`src/hdl/rc_pulse_capture_decoder_defines.svh`:
```
// Assertion macros shared by the RC pulse capture decoder.
`ifndef RC_PULSE_CAPTURE_DECODER_DEFINES_SVH
`define RC_PULSE_CAPTURE_DECODER_DEFINES_SVH

// Same-cycle implication, disabled during reset.
`define RCPD_ASSERT_NOW(label, clk_sig, rst_sig, ante, cons) \
  label: assert property (@(posedge clk_sig) disable iff (rst_sig) (ante) |-> (cons)) \
    else $error("same-cycle check failed");

// Next-cycle implication, disabled during reset.
`define RCPD_ASSERT_NEXT(label, clk_sig, rst_sig, ante, cons) \
  label: assert property (@(posedge clk_sig) disable iff (rst_sig) (ante) |=> (cons)) \
    else $error("next-cycle check failed");

`endif

```
`src/hdl/rcpd_pkg.sv`:
```
// Shared types and constants of the RC pulse capture decoder.
package rcpd_pkg;

  localparam int TIMER_WIDTH = 16;
  localparam int THR_W       = 7;
  localparam int CFG_IDX_W   = 3;
  localparam int POS_W       = 8;

  // The dividend is the offset scaled by 16, the divisor is the span over 8.
  localparam int DIVD_W    = TIMER_WIDTH + 4;
  localparam int DIVR_W    = TIMER_WIDTH - 3;
  localparam int DIV_STEPS = DIVD_W;
  localparam int CNT_W     = $clog2(DIV_STEPS);

  localparam logic [CFG_IDX_W-1:0] CFG_PULSE_MIN    = 3'd0;
  localparam logic [CFG_IDX_W-1:0] CFG_PULSE_CENTER = 3'd1;
  localparam logic [CFG_IDX_W-1:0] CFG_PULSE_MAX    = 3'd2;
  localparam logic [CFG_IDX_W-1:0] CFG_PERIOD_TOP   = 3'd3;
  localparam logic [CFG_IDX_W-1:0] CFG_SWITCH_THR   = 3'd4;

  localparam logic [TIMER_WIDTH-1:0] RST_PULSE_MIN    = 16'd1500;
  localparam logic [TIMER_WIDTH-1:0] RST_PULSE_CENTER = 16'd2250;
  localparam logic [TIMER_WIDTH-1:0] RST_PULSE_MAX    = 16'd3000;
  localparam logic [TIMER_WIDTH-1:0] RST_PERIOD_TOP   = 16'd29999;
  localparam logic [THR_W-1:0]       RST_SWITCH_THR   = 7'd85;

  typedef enum logic [1:0] {
    SW_ERROR  = 2'd0,
    SW_UP     = 2'd1,
    SW_MIDDLE = 2'd2,
    SW_DOWN   = 2'd3
  } switch_t;

  typedef enum logic [1:0] {
    S_IDLE,
    S_PREP,
    S_DIV,
    S_DONE
  } state_t;

  typedef struct packed {
    logic store_start;
    logic load_width;
    logic prep;
    logic div_step;
    logic load_out;
  } cmd_t;

  typedef struct packed {
    logic skip_div;
    logic out_busy;
  } status_t;

endpackage

```
`src/hdl/rcpd_ctrl.sv`:
```
// Controller state machine of the RC pulse capture decoder.
module rcpd_ctrl
  import rcpd_pkg::*;
(
  input  logic    clk,
  input  logic    rst,
  input  logic    in_valid,
  output logic    in_ready,
  input  status_t status,
  output cmd_t    cmd
);

  state_t           state;
  state_t           state_next;
  logic             expect_rising;
  logic [CNT_W-1:0] step_cnt;
  logic             accept;

  assign accept = in_valid && in_ready;

  always_ff @(posedge clk) begin
    if (rst) begin
      state         <= S_IDLE;
      expect_rising <= 1'b1;
      step_cnt      <= '0;
    end else begin
      state <= state_next;
      if (accept) begin
        expect_rising <= !expect_rising;
      end
      if (state == S_PREP) begin
        step_cnt <= '0;
      end else if (state == S_DIV) begin
        step_cnt <= step_cnt + 1'b1;
      end
    end
  end

  always_comb begin
    state_next = state;
    unique case (state)
      S_IDLE: begin
        if (accept && !expect_rising) begin
          state_next = S_PREP;
        end
      end
      S_PREP: begin
        state_next = status.skip_div ? S_DONE : S_DIV;
      end
      S_DIV: begin
        if (step_cnt == CNT_W'(DIV_STEPS - 1)) begin
          state_next = S_DONE;
        end
      end
      S_DONE: begin
        if (!status.out_busy) begin
          state_next = S_IDLE;
        end
      end
      default: state_next = S_IDLE;
    endcase
  end

  always_comb begin
    in_ready = 1'b0;
    cmd      = '0;
    unique case (state)
      S_IDLE: begin
        in_ready        = 1'b1;
        cmd.store_start = accept && expect_rising;
        cmd.load_width  = accept && !expect_rising;
      end
      S_PREP: begin
        cmd.prep = 1'b1;
      end
      S_DIV: begin
        cmd.div_step = 1'b1;
      end
      S_DONE: begin
        cmd.load_out = !status.out_busy;
      end
      default: begin
        in_ready = 1'b0;
      end
    endcase
  end

endmodule

```
`src/hdl/rcpd_dpath.sv`:
```
// Datapath of the RC pulse capture decoder: settings, width, divider, result register.
module rcpd_dpath
  import rcpd_pkg::*;
(
  input  logic                   clk,
  input  logic                   rst,
  input  logic                   cfg_wr_en,
  input  logic [CFG_IDX_W-1:0]   cfg_index,
  input  logic [TIMER_WIDTH-1:0] cfg_data,
  input  logic [TIMER_WIDTH-1:0] capture_time,
  input  cmd_t                   cmd,
  output status_t                status,
  output logic                   out_valid,
  input  logic                   out_ready,
  output logic [TIMER_WIDTH-1:0] pulse_width,
  output logic signed [POS_W-1:0] position,
  output logic [1:0]             switch_state,
  output logic                   pulse_invalid
);

  logic [TIMER_WIDTH-1:0] pulse_min;
  logic [TIMER_WIDTH-1:0] pulse_center;
  logic [TIMER_WIDTH-1:0] pulse_max;
  logic [TIMER_WIDTH-1:0] period_top;
  logic [THR_W-1:0]       switch_threshold;

  logic [TIMER_WIDTH-1:0] start_time;
  logic [TIMER_WIDTH-1:0] width;
  logic [TIMER_WIDTH-1:0] width_next;

  logic                   bad;
  logic                   left;
  logic [DIVR_W-1:0]      divisor;
  logic [DIVR_W-1:0]      rem;
  logic [DIVD_W-1:0]      dq;

  // Setup logic, evaluated on the registered width.
  logic                   range_bad;
  logic                   at_center;
  logic                   left_side;
  logic [TIMER_WIDTH-1:0] offset;
  logic [TIMER_WIDTH-1:0] span;
  logic [DIVR_W-1:0]      div_val;
  logic                   bad_next;
  logic                   skip;

  logic [DIVR_W:0]        trial;

  logic                   sat;
  logic [POS_W-1:0]       pos_val;
  logic signed [POS_W:0]  pos_ext;
  logic signed [POS_W:0]  thr_ext;
  switch_t                sw_val;

  always_ff @(posedge clk) begin
    if (rst) begin
      pulse_min        <= RST_PULSE_MIN;
      pulse_center     <= RST_PULSE_CENTER;
      pulse_max        <= RST_PULSE_MAX;
      period_top       <= RST_PERIOD_TOP;
      switch_threshold <= RST_SWITCH_THR;
    end else if (cfg_wr_en) begin
      case (cfg_index)
        CFG_PULSE_MIN:    pulse_min        <= cfg_data;
        CFG_PULSE_CENTER: pulse_center     <= cfg_data;
        CFG_PULSE_MAX:    pulse_max        <= cfg_data;
        CFG_PERIOD_TOP:   period_top       <= cfg_data;
        CFG_SWITCH_THR:   switch_threshold <= cfg_data[THR_W-1:0];
        default: ;
      endcase
    end
  end

  // When the counter rolled over during the pulse, the period top is added back.
  always_comb begin
    width_next = capture_time - start_time;
    if (capture_time < start_time) begin
      width_next = width_next + period_top;
    end
  end

  always_comb begin
    range_bad = (width < pulse_min) || (width > pulse_max);
    at_center = (width == pulse_center);
    left_side = (width < pulse_center);
    offset    = left_side ? (pulse_center - width) : (width - pulse_center);
    span      = left_side ? (pulse_center - pulse_min) : (pulse_max - pulse_center);
    div_val   = span[TIMER_WIDTH-1:3];
    bad_next  = range_bad || (!at_center && (div_val == '0));
    skip      = bad_next || at_center;
  end

  assign trial = {rem, dq[DIVD_W-1]} - {1'b0, divisor};

  always_ff @(posedge clk) begin
    if (cmd.store_start) begin
      start_time <= capture_time;
    end
    if (cmd.load_width) begin
      width <= width_next;
    end
    if (cmd.prep) begin
      bad     <= bad_next;
      left    <= left_side;
      divisor <= div_val;
      rem     <= '0;
      dq      <= skip ? '0 : {offset, 4'b0000};
    end else if (cmd.div_step) begin
      // One restoring division step: the quotient shifts in where the dividend leaves.
      if (!trial[DIVR_W]) begin
        rem <= trial[DIVR_W-1:0];
        dq  <= {dq[DIVD_W-2:0], 1'b1};
      end else begin
        rem <= {rem[DIVR_W-2:0], dq[DIVD_W-1]};
        dq  <= {dq[DIVD_W-2:0], 1'b0};
      end
    end
  end

  always_comb begin
    sat = |dq[DIVD_W-1:POS_W-1];
    if (bad) begin
      pos_val = '0;
    end else if (left) begin
      pos_val = sat ? {1'b1, {(POS_W-1){1'b0}}} : (POS_W'(0) - {1'b0, dq[POS_W-2:0]});
    end else if (sat || (&dq[POS_W-2:0])) begin
      pos_val = {1'b0, {(POS_W-1){1'b1}}};
    end else begin
      pos_val = {1'b0, dq[POS_W-2:0]};
    end
    pos_ext = signed'({pos_val[POS_W-1], pos_val});
    thr_ext = signed'({2'b00, switch_threshold});
    if (bad) begin
      sw_val = SW_ERROR;
    end else if (pos_ext > thr_ext) begin
      sw_val = SW_DOWN;
    end else if (pos_ext < -thr_ext) begin
      sw_val = SW_UP;
    end else begin
      sw_val = SW_MIDDLE;
    end
  end

  always_ff @(posedge clk) begin
    if (rst) begin
      out_valid <= 1'b0;
    end else if (cmd.load_out) begin
      out_valid <= 1'b1;
    end else if (out_ready) begin
      out_valid <= 1'b0;
    end
  end

  always_ff @(posedge clk) begin
    if (cmd.load_out) begin
      pulse_width   <= width;
      position      <= signed'(pos_val);
      switch_state  <= sw_val;
      pulse_invalid <= bad;
    end
  end

  assign status.skip_div = skip;
  assign status.out_busy = out_valid && !out_ready;

endmodule

```
`src/hdl/rc_pulse_capture_decoder.sv`:
```
// Top level of the RC pulse capture decoder.
//
//   channel   signals                                   direction
//   input     in_valid/in_ready, capture_time           in
//   output    out_valid/out_ready, pulse_width,         out
//             position, switch_state, pulse_invalid
//   config    cfg_wr_en, cfg_index, cfg_data            in, write only
//
// A rising-edge capture only stores the start time and gives no result.
// A falling-edge capture runs through accept, setup, 20 divider steps and finish;
// the divider is bit-serial. Out-of-range widths, zero spans and the center width skip it.
// The result sits in an output register, so the next transaction can be taken while it waits.
// A finished result stalls in the last step only while the previous one is still unread.
// Synchronous active-high reset loads the register defaults and expects a rising edge.
`include "rc_pulse_capture_decoder_defines.svh"

module rc_pulse_capture_decoder
  import rcpd_pkg::*;
(
  input  logic                    clk,
  input  logic                    rst,
  input  logic                    cfg_wr_en,
  input  logic [CFG_IDX_W-1:0]    cfg_index,
  input  logic [TIMER_WIDTH-1:0]  cfg_data,
  input  logic                    in_valid,
  output logic                    in_ready,
  input  logic [TIMER_WIDTH-1:0]  capture_time,
  output logic                    out_valid,
  input  logic                    out_ready,
  output logic [TIMER_WIDTH-1:0]  pulse_width,
  output logic signed [POS_W-1:0] position,
  output logic [1:0]              switch_state,
  output logic                    pulse_invalid
);

  cmd_t    cmd;
  status_t status;

  rcpd_ctrl u_ctrl (
    .clk      (clk),
    .rst      (rst),
    .in_valid (in_valid),
    .in_ready (in_ready),
    .status   (status),
    .cmd      (cmd)
  );

  rcpd_dpath u_dpath (
    .clk           (clk),
    .rst           (rst),
    .cfg_wr_en     (cfg_wr_en),
    .cfg_index     (cfg_index),
    .cfg_data      (cfg_data),
    .capture_time  (capture_time),
    .cmd           (cmd),
    .status        (status),
    .out_valid     (out_valid),
    .out_ready     (out_ready),
    .pulse_width   (pulse_width),
    .position      (position),
    .switch_state  (switch_state),
    .pulse_invalid (pulse_invalid)
  );

  // An invalid pulse always reports a zero position and the error switch code.
  `RCPD_ASSERT_NOW(a_invalid_result, clk, rst, out_valid && pulse_invalid,
                   (position == '0) && (switch_state == SW_ERROR))
  // A valid pulse never reports the error switch code.
  `RCPD_ASSERT_NOW(a_valid_switch, clk, rst, out_valid && !pulse_invalid,
                   switch_state != SW_ERROR)
  // A new result is only written when the output register is free.
  `RCPD_ASSERT_NOW(a_no_overwrite, clk, rst, cmd.load_out, !out_valid || out_ready)
  // After a falling-edge transaction the block is busy measuring.
  `RCPD_ASSERT_NEXT(a_busy_after_fall, clk, rst, cmd.load_width, !in_ready)

endmodule

```
`config.mk`:
```
export PLATFORM = sky130hd
export DESIGN_NAME = rc_pulse_capture_decoder
export DESIGN_NICKNAME = d
export VERILOG_FILES = /design/src/hdl/rcpd_pkg.sv /design/src/hdl/rcpd_ctrl.sv /design/src/hdl/rcpd_dpath.sv /design/src/hdl/rc_pulse_capture_decoder.sv
export VERILOG_INCLUDE_DIRS = /design/src /design/src/hdl
export SDC_FILE = /design/constraint.sdc
export NUM_CORES = 1
export LEC_CHECK = 0
export BUFFER_PORTS_ARGS = -buffer_cell sky130_fd_sc_hd__buf_2
export CORE_MARGIN = 2
export CORE_UTILIZATION = 57
export DETAILED_ROUTE_END_ITERATION = 7
export PLACE_DENSITY = 0.78
export SYNTH_ARGS = -nofsm -noshare
export SYNTH_HDL_FRONTEND = slang
export SYNTH_SLANG_ARGS = --single-unit
```
`constraint.sdc`:
```
create_clock -name clk -period 4.27 [get_ports clk]
set_input_delay 0.854 -clock clk [delete_from_list [all_inputs] [get_ports clk]]
set_output_delay 0.854 -clock clk [all_outputs]
set_load 0.02 [all_outputs]
```
==> results.toml <==
[logic_synthesis]
ys_seq_area_share_pct = 35.1
avgSynthCellArea_um2 = 8.94
synthArstFlopShare_pct = 0
synth_edf_count = 94
yosysWarnings = 0
synth_seq_cells = 187
synth_cell_types = 90
syn_inst = 1494
syn-cell-area_um2 = 13400
synth_top_flop_cell = "edfxtp_1"
syn_nets = 1696

[drt]
drt_wl_total_um = 32100
via_per_inst = 5.75
ant_nets = 0
dr.pass1.iters = 5
avgRoutedWirePerCell_um = 16.7
num_vias = 11023
drt_iter0_drc = 723
drc = 0

[layout]
syn2layout_area_growth_pct = 12.0
antenna_cells = 0
design_area_um2 = 15000
drive_gt1_share_pct = 13.8
final_net_count = 1786

[timing]
tightestPinTransition_ns = 1.08
fmax_ghz = 0.243
final-hold-violation-count = 0
post-route-min-period_ns = 4.11
finalSetupViolCount = 0
slew-limit-headroom_pct = 27.8
finClkSkew_ns = 0.0123
tns_ns = 0
fin_crit_sh_pct = 96.3
slew_viol_final = 0

[grt]
first_global_vias = 10597
globalRouteOverflowTotal = 0
grt_usage_pct = 26.5
grt_pass1_wl_um = 51700
antenna_found_initial = 0
grt_start_max_net_pins = 48

[pwr]
power.density_nw_per_um2 = 515
vdd_drop_max_mv = 0.293
leakagePower_uw = 0.00641

[clocking]
cts_made_buffers = 17
clock_path_buffers = 2
cts.clk_slew.worst_paths_ns = 0.07
ctsHoldBuffers = 0
htreeDepth = 4
cts_tree = "built"
numClockSinks = 187
clk_latency_ns = 0.44
postCtsSetupRepairBufs = 0
root_buffer = "clkbuf_16"
ctsResizeCount = 0

[placed_design]
port_buffers = 68
gp_congestion = 0.924
place_hpwl_um = 24700
place_area_um2 = 14300

[worst_setup_path]
critical_path.max_fanout = 3
cp-endpoint = "u_dpath.width[15]"
r2r-start = "u_dpath.dq[18]"
max_stage_delay_ns = 0.38
worst_setup_path_start_kind = "input pin"
r2r_setup_slack_ns = 0.36
path_class = "input pin to flop"
critPathRequiredTime_ns = 4.46
reg2reg_to = "u_dpath.switch_state[1]"
critPathLaunch = "capture_time[0]"
end_kind = "flop"
slowest_stage = "fa_1"
crit_arrival_ns = 4.30
cp_cell_sequence = "buf_2 -> inv_1 -> ha_1 -> inv_1 -> fa_1 -> a21o_1 -> a21oi_2 -> o21bai_1 -> o311a_1 -> a21oi_2 -> buf_4 -> a211o_1 -> xnor2_1 -> ha_1 -> nor2_1 -> nand2_1 -> o21ai_1 -> a31oi_4 -> and4b_1 -> o31ai_2 -> xnor2_1"
rr_worst_depth = 18

[die]
initial_core_util_pct = 57.4
die_w_um = 157
ios = 69
die_area_um2 = 24700
floorplan.core_area_um2 = 23300
placementRows = 56
die_h_um = 157

[min_path]
worstHoldPathType = "flop to flop"

[run_status]
status = "complete, no violations"

[run]
max_cap_violations = 0
-- cells by family (layout without fill, tap and decap cells) --
group / after synthesis / count (layout) / share of synthesized area, %
AOI/OAI and AO/OA: 355 / 355 / 18.6
xor gates and xnor gates: 77 / 77 / 5.11
adders and majority gates: 162 / 162 / 15.5
buffers and inverters: 201 / 304 / 5.97
DFF: 187 / 187 / 35.1
muxes: 41 / 41 / 3.28
and+or+nand+nor: 471 / 471 / 16.5
-- worst max-delay path, delay by kind of cell --
kind | cells | cell delay (ns)
xor+xnor | 2 | 0.21
fa+ha+maj | 3 | 0.78
compound gates | 9 | 1.52
simple gates | 3 | 0.59
buf+inv | 4 | 0.34
-- final cells by class --
class / count / area [um^2]
clock buffer: 21 / 503
fill: 1927 / 8300
inverter: 149 / 559
tap: 319 / 399
sequential: 187 / 4680
timing repair buffer: 123 / 766
multi-input combinational: 1106 / 7940
clock inverter: 11 / 111
-- synth_stat cells (13+ instances only) --
| master | count | area share (%) |
|---|---|---|
| nand2_1 | 191 | 5.4 |
| ha_1 | 157 | 15 |
| inv_1 | 147 | 4.1 |
| a21oi_1 | 113 | 4.2 |
| nor2_1 | 107 | 3.0 |
| edfxtp_1 | 94 | 21 |
| dfxtp_1 | 93 | 14 |
| xnor2_1 | 56 | 3.7 |
| o21ai_0 | 45 | 1.7 |
| clkbuf_1 | 36 | 1.0 |
| nor3_1 | 30 | 1.1 |
| mux2i_1 | 25 | 1.9 |
| nand3_1 | 23 | 0.86 |
| nand3b_1 | 23 | 1.3 |
| a211oi_1 | 21 | 1.2 |
| xor2_1 | 20 | 1.3 |
| a211o_1 | 19 | 1.2 |
| nor2b_1 | 19 | 0.89 |
| a21o_1 | 17 | 0.96 |
| nand4_1 | 16 | 0.75 |
| mux2_2 | 14 | 1.2 |
| o21a_1 | 14 | 0.79 |
| a31oi_1 | 13 | 0.61 |
-- metrics by stage --
step,cells,utilization (%),hold slack [ns],total power [uW],setup WS (ns)
floorplan,1494,-,0.424,5060,0.0398
global placement,1884,61.5,0.444,5870,-0.246
detailed placement,1884,61.5,0.447,6010,-0.356
CTS,1916,64.1,0.457,7650,0.117
global route,1916,64.3,0.481,8200,-0.113
finish,1916,64.3,0.457,7710,0.160
-- registers in the layout (all words and copies together) (netlist names), 13 cells and up --
register / flops
u_dpath.divisor: 13
u_dpath.dq: 20
u_dpath.period_top: 16
u_dpath.pulse_center: 16
u_dpath.pulse_max: 16
u_dpath.pulse_min: 16
u_dpath.pulse_width: 16
u_dpath.rem: 13
u_dpath.start_time: 16
u_dpath.width: 16
-- how the worst min path moves through the flow --
stage                     startpoint                     to  slack (ns)  depth (start not counted)
2_1_floorplan            u_dpath.bad  u_dpath.pulse_invalid        0.42                          0
3_3_place_gp   u_dpath.pulse_min[12]  u_dpath.pulse_min[12]        0.44                          2
3_5_place_dp   u_dpath.pulse_min[11]  u_dpath.pulse_min[11]        0.45                          2
4_1_cts        u_dpath.pulse_min[11]  u_dpath.pulse_min[11]        0.46                          2
5_1_grt         u_dpath.pulse_min[1]   u_dpath.pulse_min[1]        0.48                          2
6_report        u_dpath.pulse_min[5]   u_dpath.pulse_min[5]        0.46                          2
-- report_power, final --
group / switching, uW / internal (uW)
Clock: 765 / 874
Sequential: 240 / 2340
Combinational: 1870 / 1620
-- metal layers --
metal	wire (um)	GRT usage [%]	vias to the layer above	share of wire, %
met4	774	9.70	0	2.4
met2	15600	46.2	300	49
met3	1520	3.74	52	4.7
met1	14200	33.4	5183	44
li1	-	-	5488	-
met5	0	0	-	0
-- cells in the final DEF, fill, tap and decap left out, types with 10 or more instances in the layout --
cell	n
a211o_1	19
a211oi_1	21
a21o_1	17
a21oi_1	111
a31oi_1	12
and3_1	10
buf_2	68
buf_4	54
clkbuf_16	19
dfxtp_1	93
edfxtp_1	94
ha_1	156
inv_1	147
mux2_2	14
mux2i_1	25
nand2_1	191
nand2b_1	10
nand3_1	23
nand3b_1	23
nand4_1	16
nor2_1	107
nor2b_1	18
nor3_1	30
o211ai_1	10
o21a_1	14
o21ai_0	43
o21bai_1	11
or3_1	10
xnor2_1	56
xor2_1	20
(Power assumes the default switching activity.)
